$ cat src/hdl/ple_pkg.sv
// Package for the positional list engine: action and status codes, field
// widths, default parameter values and the result record type.
// No dependencies.
package ple_pkg;

    // Field widths of the two channels.
    localparam int ACTION_W = 2;
    localparam int ITEM_W   = 32;
    localparam int POS_W    = 7;
    localparam int STATUS_W = 2;
    localparam int COUNT_W  = 7;

    // Defaults for the top-level parameters.
    localparam int DEF_CAPACITY   = 64;
    localparam int DEF_DATA_WIDTH = 32;

    // Action codes.
    localparam logic [ACTION_W-1:0] ACT_INSERT = 2'd0;
    localparam logic [ACTION_W-1:0] ACT_DELETE = 2'd1;
    localparam logic [ACTION_W-1:0] ACT_READ   = 2'd2;

    // Status codes.
    localparam logic [STATUS_W-1:0] ST_OK     = 2'd0;
    localparam logic [STATUS_W-1:0] ST_BADPOS = 2'd1;
    localparam logic [STATUS_W-1:0] ST_FULL   = 2'd2;

    // One result record from the sequencer to the output register.
    typedef struct packed {
        logic                valid;
        logic [STATUS_W-1:0] status;
        logic [ITEM_W-1:0]   value;
        logic [COUNT_W-1:0]  count;
        logic                last;
    } ple_res_t;

endpackage

$ cat src/hdl/ple_store_ram.sv
// Element store of the positional list engine: a simple dual-port RAM
// with one write port and one registered read port. Depends on nothing.
module ple_store_ram #(
    parameter int DEPTH  = 64,
    parameter int WIDTH  = 32,
    parameter int ADDR_W = 6
) (
    input  logic              aclk,
    input  logic              we,
    input  logic [ADDR_W-1:0] waddr,
    input  logic [WIDTH-1:0]  wdata,
    input  logic              re,
    input  logic [ADDR_W-1:0] raddr,
    output logic [WIDTH-1:0]  rdata
);

    logic [WIDTH-1:0] mem [DEPTH];
    logic [WIDTH-1:0] rdata_reg;

    // Write port.
    always_ff @(posedge aclk) begin
        if (we) begin
            mem[waddr] <= wdata;
        end
    end

    // Registered read port.
    always_ff @(posedge aclk) begin
        if (re) begin
            rdata_reg <= mem[raddr];
        end
    end

    assign rdata = rdata_reg;

endmodule

$ cat src/hdl/ple_seq.sv
// Sequencer of the positional list engine: takes input transfers, checks
// positions, runs the shift and read-out passes through the element store
// and hands result records to the output register. Uses ple_pkg.
module ple_seq
    import ple_pkg::*;
#(
    parameter int CAPACITY   = DEF_CAPACITY,
    parameter int DATA_WIDTH = DEF_DATA_WIDTH,
    parameter int ADDR_W     = $clog2(CAPACITY),
    parameter int CNT_W      = $clog2(CAPACITY + 1)
) (
    input  logic                     aclk,
    input  logic                     aresetn,
    // Input channel.
    input  logic                     s_valid,
    output logic                     s_ready,
    input  logic [ACTION_W-1:0]      s_action,
    input  logic signed [ITEM_W-1:0] s_item_value,
    input  logic [POS_W-1:0]         s_position,
    // Output register can take a record in this cycle.
    input  logic                     out_free,
    output ple_res_t                 res,
    // Element store ports.
    output logic                     ram_we,
    output logic [ADDR_W-1:0]        ram_waddr,
    output logic [DATA_WIDTH-1:0]    ram_wdata,
    output logic                     ram_re,
    output logic [ADDR_W-1:0]        ram_raddr,
    input  logic [DATA_WIDTH-1:0]    ram_rdata
);

    localparam int EXT_W = (DATA_WIDTH > ITEM_W) ? DATA_WIDTH : ITEM_W;

    localparam logic [2:0] S_IDLE     = 3'd0;
    localparam logic [2:0] S_DECODE   = 3'd1;
    localparam logic [2:0] S_SHIFT    = 3'd2;
    localparam logic [2:0] S_RESP     = 3'd3;
    localparam logic [2:0] S_RD_ISSUE = 3'd4;
    localparam logic [2:0] S_RD_DATA  = 3'd5;

    logic [2:0]            state_reg,   state_next;
    logic [ACTION_W-1:0]   act_reg,     act_next;
    logic [DATA_WIDTH-1:0] val_reg,     val_next;
    logic [POS_W-1:0]      pos_reg,     pos_next;
    logic [ADDR_W-1:0]     pidx_reg,    pidx_next;
    logic [CNT_W-1:0]      count_reg,   count_next;
    logic [CNT_W-1:0]      rem_reg,     rem_next;
    logic [ADDR_W-1:0]     rd_addr_reg, rd_addr_next;
    logic [ADDR_W-1:0]     wr_addr_reg, wr_addr_next;
    logic                  pend_reg,    pend_next;
    logic [STATUS_W-1:0]   status_reg,  status_next;

    logic [EXT_W-1:0]  in_ext;
    logic [EXT_W-1:0]  rd_ext;
    logic [ADDR_W-1:0] p_idx;
    logic [POS_W:0]    pos_wide;
    logic [POS_W:0]    cnt_wide;
    logic              shift_up;
    logic              issue;
    logic              rd_last;

    // Sign-extend on the way in and on the way out of the store.
    assign in_ext = EXT_W'(s_item_value);
    assign rd_ext = EXT_W'($signed(ram_rdata));

    assign p_idx    = ADDR_W'(pos_reg - POS_W'(1));
    assign pos_wide = {1'b0, pos_reg};
    assign cnt_wide = (POS_W + 1)'(count_reg);
    assign shift_up = (act_reg == ACT_DELETE);
    assign issue    = (rem_reg != '0);
    assign rd_last  = ((CNT_W'(rd_addr_reg) + CNT_W'(1)) == count_reg);

    assign s_ready = (state_reg == S_IDLE);

    // Next-state logic of the sequencer.
    always_comb begin
        state_next   = state_reg;
        act_next     = act_reg;
        val_next     = val_reg;
        pos_next     = pos_reg;
        pidx_next    = pidx_reg;
        count_next   = count_reg;
        rem_next     = rem_reg;
        rd_addr_next = rd_addr_reg;
        wr_addr_next = wr_addr_reg;
        pend_next    = pend_reg;
        status_next  = status_reg;

        ram_we    = 1'b0;
        ram_waddr = wr_addr_reg;
        ram_wdata = ram_rdata;
        ram_re    = 1'b0;
        ram_raddr = rd_addr_reg;

        res.valid  = 1'b0;
        res.status = status_reg;
        res.value  = '0;
        res.count  = COUNT_W'(count_reg);
        res.last   = 1'b1;

        case (state_reg)
            S_IDLE: begin
                if (s_valid) begin
                    act_next   = s_action;
                    val_next   = in_ext[DATA_WIDTH-1:0];
                    pos_next   = s_position;
                    state_next = S_DECODE;
                end
            end

            S_DECODE: begin
                pidx_next   = p_idx;
                pend_next   = 1'b0;
                status_next = ST_OK;
                state_next  = S_RESP;
                case (act_reg)
                    ACT_INSERT: begin
                        if (pos_reg == '0 || pos_wide > cnt_wide + (POS_W + 1)'(1)) begin
                            status_next = ST_BADPOS;
                        end else if (count_reg == CNT_W'(CAPACITY)) begin
                            status_next = ST_FULL;
                        end else begin
                            // Move entries count-1 down to p up by one place.
                            rem_next     = count_reg - CNT_W'(p_idx);
                            rd_addr_next = ADDR_W'(count_reg - CNT_W'(1));
                            wr_addr_next = ADDR_W'(count_reg);
                            state_next   = S_SHIFT;
                        end
                    end
                    ACT_DELETE: begin
                        if (pos_reg == '0 || pos_wide > cnt_wide) begin
                            status_next = ST_BADPOS;
                        end else begin
                            // Move entries p+1 up to count-1 down by one place.
                            rem_next     = count_reg - CNT_W'(p_idx) - CNT_W'(1);
                            rd_addr_next = p_idx + ADDR_W'(1);
                            wr_addr_next = p_idx;
                            state_next   = S_SHIFT;
                        end
                    end
                    ACT_READ: begin
                        if (count_reg != '0) begin
                            rd_addr_next = '0;
                            state_next   = S_RD_ISSUE;
                        end
                    end
                    default: begin
                        status_next = ST_OK;
                    end
                endcase
            end

            S_SHIFT: begin
                // Read one entry ahead, write the entry read last cycle.
                if (issue) begin
                    ram_re       = 1'b1;
                    ram_raddr    = rd_addr_reg;
                    rd_addr_next = shift_up ? rd_addr_reg + ADDR_W'(1)
                                            : rd_addr_reg - ADDR_W'(1);
                    rem_next     = rem_reg - CNT_W'(1);
                end
                if (pend_reg) begin
                    ram_we       = 1'b1;
                    ram_waddr    = wr_addr_reg;
                    ram_wdata    = ram_rdata;
                    wr_addr_next = shift_up ? wr_addr_reg + ADDR_W'(1)
                                            : wr_addr_reg - ADDR_W'(1);
                end
                pend_next = issue;
                // Pass done: place the new value or drop the last entry.
                if (!issue && !pend_reg) begin
                    if (shift_up) begin
                        count_next = count_reg - CNT_W'(1);
                    end else begin
                        ram_we     = 1'b1;
                        ram_waddr  = pidx_reg;
                        ram_wdata  = val_reg;
                        count_next = count_reg + CNT_W'(1);
                    end
                    state_next = S_RESP;
                end
            end

            S_RESP: begin
                res.valid = out_free;
                if (out_free) begin
                    state_next = S_IDLE;
                end
            end

            S_RD_ISSUE: begin
                // Only read once the output register is sure to be empty.
                if (out_free) begin
                    ram_re     = 1'b1;
                    ram_raddr  = rd_addr_reg;
                    state_next = S_RD_DATA;
                end
            end

            S_RD_DATA: begin
                res.valid    = 1'b1;
                res.status   = ST_OK;
                res.value    = rd_ext[ITEM_W-1:0];
                res.last     = rd_last;
                rd_addr_next = rd_addr_reg + ADDR_W'(1);
                state_next   = rd_last ? S_IDLE : S_RD_ISSUE;
            end

            default: begin
                state_next = S_IDLE;
            end
        endcase
    end

    // Control registers.
    always_ff @(posedge aclk) begin
        if (!aresetn) begin
            state_reg <= S_IDLE;
            count_reg <= '0;
            pend_reg  <= 1'b0;
            rem_reg   <= '0;
        end else begin
            state_reg <= state_next;
            count_reg <= count_next;
            pend_reg  <= pend_next;
            rem_reg   <= rem_next;
        end
    end

    // Working registers of the current item.
    always_ff @(posedge aclk) begin
        act_reg     <= act_next;
        val_reg     <= val_next;
        pos_reg     <= pos_next;
        pidx_reg    <= pidx_next;
        rd_addr_reg <= rd_addr_next;
        wr_addr_reg <= wr_addr_next;
        status_reg  <= status_next;
    end

endmodule

$ cat src/hdl/positional_list_engine_core.sv
// Top level of the positional list engine: sequencer, element store and
// the result output register. Uses ple_pkg, ple_seq and ple_store_ram.
//
// The engine keeps an ordered list of up to CAPACITY values in one RAM
// with a registered read port, and handles one input transfer at a time.
// Insert and delete move every entry behind the position by one place,
// one RAM read and one write per cycle. A read-out returns one result
// transfer per element, as each element is read from the RAM only once
// the output register is free. An empty list, a rejected position, a full
// list and an unused action code give a single result. A stalled result
// channel holds up the results and with them the next input transfer.
// The RAM holds no reset value; only entries below the current count are
// ever read.
module positional_list_engine_core
    import ple_pkg::*;
#(
    parameter int CAPACITY   = DEF_CAPACITY,
    parameter int DATA_WIDTH = DEF_DATA_WIDTH
) (
    input  logic                      aclk,
    input  logic                      aresetn,
    // Input channel.
    input  logic                      s_valid,
    output logic                      s_ready,
    input  logic [ACTION_W-1:0]       s_action,
    input  logic signed [ITEM_W-1:0]  s_item_value,
    input  logic [POS_W-1:0]          s_position,
    // Result channel.
    output logic                      m_valid,
    input  logic                      m_ready,
    output logic [STATUS_W-1:0]       m_status,
    output logic signed [ITEM_W-1:0]  m_read_value,
    output logic [COUNT_W-1:0]        m_element_count,
    output logic                      m_last_of_run
);

    localparam int ADDR_W = $clog2(CAPACITY);
    localparam int CNT_W  = $clog2(CAPACITY + 1);

    ple_res_t              res;
    logic                  out_free;
    logic                  ram_we;
    logic [ADDR_W-1:0]     ram_waddr;
    logic [DATA_WIDTH-1:0] ram_wdata;
    logic                  ram_re;
    logic [ADDR_W-1:0]     ram_raddr;
    logic [DATA_WIDTH-1:0] ram_rdata;

    logic                m_valid_reg;
    logic [STATUS_W-1:0] m_status_reg;
    logic [ITEM_W-1:0]   m_value_reg;
    logic [COUNT_W-1:0]  m_count_reg;
    logic                m_last_reg;

    // The output register can load when empty or when its transfer completes.
    assign out_free = !m_valid_reg || m_ready;

    ple_seq #(
        .CAPACITY   (CAPACITY),
        .DATA_WIDTH (DATA_WIDTH),
        .ADDR_W     (ADDR_W),
        .CNT_W      (CNT_W)
    ) u_seq (
        .aclk         (aclk),
        .aresetn      (aresetn),
        .s_valid      (s_valid),
        .s_ready      (s_ready),
        .s_action     (s_action),
        .s_item_value (s_item_value),
        .s_position   (s_position),
        .out_free     (out_free),
        .res          (res),
        .ram_we       (ram_we),
        .ram_waddr    (ram_waddr),
        .ram_wdata    (ram_wdata),
        .ram_re       (ram_re),
        .ram_raddr    (ram_raddr),
        .ram_rdata    (ram_rdata)
    );

    ple_store_ram #(
        .DEPTH  (CAPACITY),
        .WIDTH  (DATA_WIDTH),
        .ADDR_W (ADDR_W)
    ) u_store (
        .aclk  (aclk),
        .we    (ram_we),
        .waddr (ram_waddr),
        .wdata (ram_wdata),
        .re    (ram_re),
        .raddr (ram_raddr),
        .rdata (ram_rdata)
    );

    // Output valid flag.
    always_ff @(posedge aclk) begin
        if (!aresetn) begin
            m_valid_reg <= 1'b0;
        end else if (res.valid) begin
            m_valid_reg <= 1'b1;
        end else if (m_ready) begin
            m_valid_reg <= 1'b0;
        end
    end

    // Output payload, loaded with each new result record.
    always_ff @(posedge aclk) begin
        if (res.valid) begin
            m_status_reg <= res.status;
            m_value_reg  <= res.value;
            m_count_reg  <= res.count;
            m_last_reg   <= res.last;
        end
    end

    assign m_valid         = m_valid_reg;
    assign m_status        = m_status_reg;
    assign m_read_value    = m_value_reg;
    assign m_element_count = m_count_reg;
    assign m_last_of_run   = m_last_reg;

endmodule
$ cat config.mk
export PLATFORM = sky130hd
export DESIGN_NAME = positional_list_engine_core
export DESIGN_NICKNAME = d
export VERILOG_FILES = /design/src/hdl/ple_pkg.sv /design/src/hdl/ple_store_ram.sv /design/src/hdl/ple_seq.sv /design/src/hdl/positional_list_engine_core.sv
export SDC_FILE = /design/constraint.sdc
export NUM_CORES = 2
export LEC_CHECK = 0
export BUFFER_PORTS_ARGS = -buffer_cell sky130_fd_sc_hd__buf_2
export CORE_ASPECT_RATIO = 0.7
export CORE_MARGIN = 5
export CORE_UTILIZATION = 30
export CTS_BUF_LIST = sky130_fd_sc_hd__clkbuf_16
export DETAILED_ROUTE_END_ITERATION = 10
export MAX_ROUTING_LAYER = met4
export PLACE_DENSITY = 0.41
export SYNTH_ARGS = -nofsm -noshare
export SYNTH_HDL_FRONTEND = slang
export SYNTH_SLANG_ARGS = --single-unit
$ cat constraint.sdc
create_clock -name aclk -period 5.8 [get_ports aclk]
set_input_delay 0.29 -clock aclk [delete_from_list [all_inputs] [get_ports aclk]]
set_output_delay 0.29 -clock aclk [all_outputs]
set_load 0.01 [all_outputs]
==> results.json <==
{
  "area_delta_synth_final_pct": 16.5,
  "synth.most_common_cell": "sky130_fd_sc_hd__edfxtp_1",
  "path_class": "reg2reg",
  "clock_tree.buffer_depth": 4,
  "fp-row-count": 164,
  "dp_cells": 7749,
  "route.antenna.remaining_nets": 0,
  "setup-violations-final": 0,
  "fill_cells": 26500,
  "path_clk_slew_ns": 0.06,
  "part_of_the_power_in_the_clock_network": 0.304,
  "routedWlPerCell_um": 30.4,
  "via_density_per_instance": 4.98,
  "grt_util_all_layers": 0.169,
  "synth_enable_flop_cells": 2183,
  "skew_ns": 0.0639,
  "grt_start_max_net_pins": 73,
  "critical_path_buf_inv_count": 1,
  "yosys.area.top_type_share": 0.763,
  "post_syn_nets": 3976,
  "worstPathArrival_ns": 5.09,
  "path_delay_family": "simple AND/OR/NAND/NOR gates",
  "critical_path.cell_chain": "nor4b_1, nor4b_4, mux2_2, nand2_1, nor2_4, buf_4",
  "worst-slew-pin-transition_ns": 1.15,
  "detail_route.iter0.violations": 4136,
  "die_area_um2": 297000,
  "seq_power_share": 0.425,
  "yosys.area.top_type": "sky130_fd_sc_hd__edfxtp_1",
  "r2r_slack_ns": 1.23,
  "static-leakage-power_nw": 31.1,
  "post_cts.repair.setup_buffers": 0,
  "layout-drive-gt1-share": 0.295,
  "r2r-start": "u_seq.state_reg[1]$_SDFFE_PN0P_",
  "r2r.worst_path.cells": 6,
  "power.switching_mw": 14.8,
  "ys.flop_type": "sky130_fd_sc_hd__edfxtp_1",
  "timing.final.crit_period_ns": 4.57,
  "number_of_global_route_vias_before_repair": 41500,
  "internal_power_mw": 32.0,
  "cts_repair_resize_count": 0,
  "die_h_um": 458,
  "yosysWarningCount": 0,
  "synth.cell_area_um2": 86000,
  "final_max_slew_viol_count": 0,
  "pwr-share-comb": 0.271,
  "routed_wl_mm": 249,
  "max_cap_violations": 0,
  "largest_reg_flops": 2048,
  "first_pass_grt_wire_length_mm": 346,
  "clock_tree.htree_level_count": 4,
  "cts_inserted_buffers": 226,
  "timing.hold.worst_path_depth": 2,
  "max_slew_margin": 0.230,
  "min_from": "s_item_value[9]",
  "setup_total_negative_slack_ns": 0,
  "synth_area_leaders": "sky130_fd_sc_hd__edfxtp_1 76%, sky130_fd_sc_hd__mux4_2 16%, sky130_fd_sc_hd__nand2_1 0.73%, sky130_fd_sc_hd__mux2i_1 0.64%, sky130_fd_sc_hd__ha_1 0.52%",
  "total_half_perimeter_wirelength_after_legalization_and_detailed_placement_mm": 155,
  "startpoint_types": "flop",
  "power_per_cell_area_nw_per_um2": 467,
  "rsz0062_at_grt": "false",
  "pin_count": 89,
  "ys_seq_area_frac": 0.767,
  "timing.hold.worst.class": "in2reg",
  "cts.root.buffer_cell": "sky130_fd_sc_hd__clkbuf_16",
  "critical_path_peak_fanout": 20,
  "switching_share": 0.317,
  "critPathCaptureType": "flop",
  "regMostFlops": "u_store.mem",
  "peakVddDrop_mv": 0.353,
  "timing.rr.end": "u_store.mem[28][20]$_DFFE_PP_",
  "ys_ff_latch": 2202,
  "cp_data_required_time_ns": 6.32,
  "grt_antenna_before_repair": 27,
  "die_width_um": 650,
  "final-instance-count-excl-fill": 8209,
  "clock_tree_from_tritoncts": "done",
  "core-area_um2": 285000,
  "buffer_ports.inserted": 88,
  "detailed_route_via_count": 40900,
  "multi_input_area_um2": 19700,
  "netlist_top_cells_count": "2183 x sky130_fd_sc_hd__edfxtp_1, 607 x sky130_fd_sc_hd__mux4_2, 167 x sky130_fd_sc_hd__nand2_1, 115 x sky130_fd_sc_hd__nor2_1, 98 x sky130_fd_sc_hd__clkbuf_1",
  "finalNetCount": 4286,
  "initial_utilization": 0.301,
  "synthArstFlopShare": 0,
  "fmax_mhz": 219,
  "layout.area.seq_um2": 65900,
  "count_of_final_hold_check_violations": 0,
  "hold_slack_ns": 0.130,
  "cell_with_the_largest_stage_delay_on_the_worst_path": "sky130_fd_sc_hd__nor4b_4",
  "final.period_utilization": 0.788,
  "synth_area_per_cell_um2": 22.1,
  "gr-total-overflow": 0,
  "numClockSinks": 2202,
  "gp_congestion": 0.800,
  "critPathMaxStageDelay_ns": 0.85,
  "clock_latency_ns": 0.89,
  "instance_count_of_the_mapped_netlist": 3893,
  "whs_endpoint": "u_seq.val_reg[9]$_DFFE_PP_",
  "drc": 0,
  "run_status": "finished, final reports clean",
  "first_pass_iters": 7,
  "post_synth_num_cell_types": 72,
  "post-route-util": 0.351
}
==> worst max-delay path by stage <==
stage	startpoint	slack [ns]	end	cells after the start
after floorplan	u_seq.rem_reg[0]$_SDFFE_PN0P_	1.80	u_store.mem[37][0]$_DFFE_PP_	9
after global placement	u_seq.state_reg[1]$_SDFFE_PN0P_	1.26	u_store.mem[28][20]$_DFFE_PP_	6
after detailed placement	u_seq.state_reg[1]$_SDFFE_PN0P_	1.11	u_store.mem[28][28]$_DFFE_PP_	6
after CTS	u_seq.state_reg[1]$_SDFFE_PN0P_	1.11	u_store.mem[28][28]$_DFFE_PP_	6
after global routing	u_seq.state_reg[1]$_SDFFE_PN0P_	0.94	u_store.mem[28][20]$_DFFE_PP_	6
final	u_seq.state_reg[1]$_SDFFE_PN0P_	1.23	u_store.mem[28][20]$_DFFE_PP_	6
==> layer usage <==
layer,GRT usage,wire length (um)
met4,0.0331,4740
met2,0.243,110000
met3,0.0294,14500
met5,-,0
met1,0.254,120000
==> logic make-up after synthesis <==
group           after synthesis  synth area share
buf+inv                     240            0.0119
flops                      2202             0.767
fa+ha+maj                    38           0.00571
xor+xnor                     47           0.00479
compound gates              246            0.0191
simple gates                445            0.0242
mux                         675             0.167
==> cell usage in the layout, fill, tap and decap left out, types with 40 or more instances in the layout <==
master / Yosys / routed
sky130_fd_sc_hd__edfxtp_1: 2183 / 2183
sky130_fd_sc_hd__mux4_2: 607 / 607
sky130_fd_sc_hd__clkbuf_16: 0 / 228
sky130_fd_sc_hd__nand2_1: 167 / 134
sky130_fd_sc_hd__buf_4: 9 / 126
sky130_fd_sc_hd__buf_2: 71 / 88
sky130_fd_sc_hd__inv_1: 32 / 67
sky130_fd_sc_hd__nor2_4: 0 / 65
sky130_fd_sc_hd__clkinv_1: 1 / 64
sky130_fd_sc_hd__mux2i_1: 55 / 55
sky130_fd_sc_hd__nor2_1: 115 / 49
sky130_fd_sc_hd__o21ai_0: 44 / 44
sky130_fd_sc_hd__dlygate4sd3_1: 0 / 44
sky130_fd_sc_hd__o22ai_1: 41 / 41
sky130_fd_sc_hd__and2_1: 41 / 40
==> area by class of cell <==
class                      instances  area share
inverter                          33     0.00124
clock inverter                   174      0.0138
sequential                      2202       0.658
clock buffer                     228      0.0570
tap                             3818      0.0477
multi-input combinational       1451       0.197
timing repair buffer             289      0.0245
antenna                           14    0.000350
==> through the flow <==
step | power (mW) | instance area, um^2 | setup slack, ns
floorplan | 27.3 | 86000 | 1.80
global placement | 33.1 | 92600 | 1.26
detailed placement | 33.1 | 92600 | 1.11
CTS | 47.5 | 100000 | 1.11
global route | 48.7 | 100000 | 0.942
finish | 46.8 | 100000 | 1.23
==> power groups by stage <==
| stage | sequential (mW) | combinational [mW] | clock, mW |
|---|---|---|---|
| floorplan | 20.0 | 7.27 | 0 |
| global placement | 20.2 | 12.8 | 0 |
| detailed placement | 20.2 | 12.9 | 0 |
| CTS | 19.9 | 12.9 | 14.7 |
| global route | 19.9 | 13.5 | 15.3 |
| finish | 19.9 | 12.7 | 14.2 |
==> what timing repair did <==
| action | in CTS | in global routing |
|---|---|---|
| hold endpoints to repair | 47 | 0 |
| hold buffers | 44 | 0 |
| endpoints found under the setup margin | 0 | 0 |
==> worst register-to-register path: cells and delay by family, from the launching register on <==
kind                   cells  cell delay, ns
buffers and inverters      1            0.43
AND/OR/NAND/NOR            4            2.84
multiplexers               1            0.41
flip-flops                 1            0.53
Note: power is estimated with default switching activity, not from simulation.
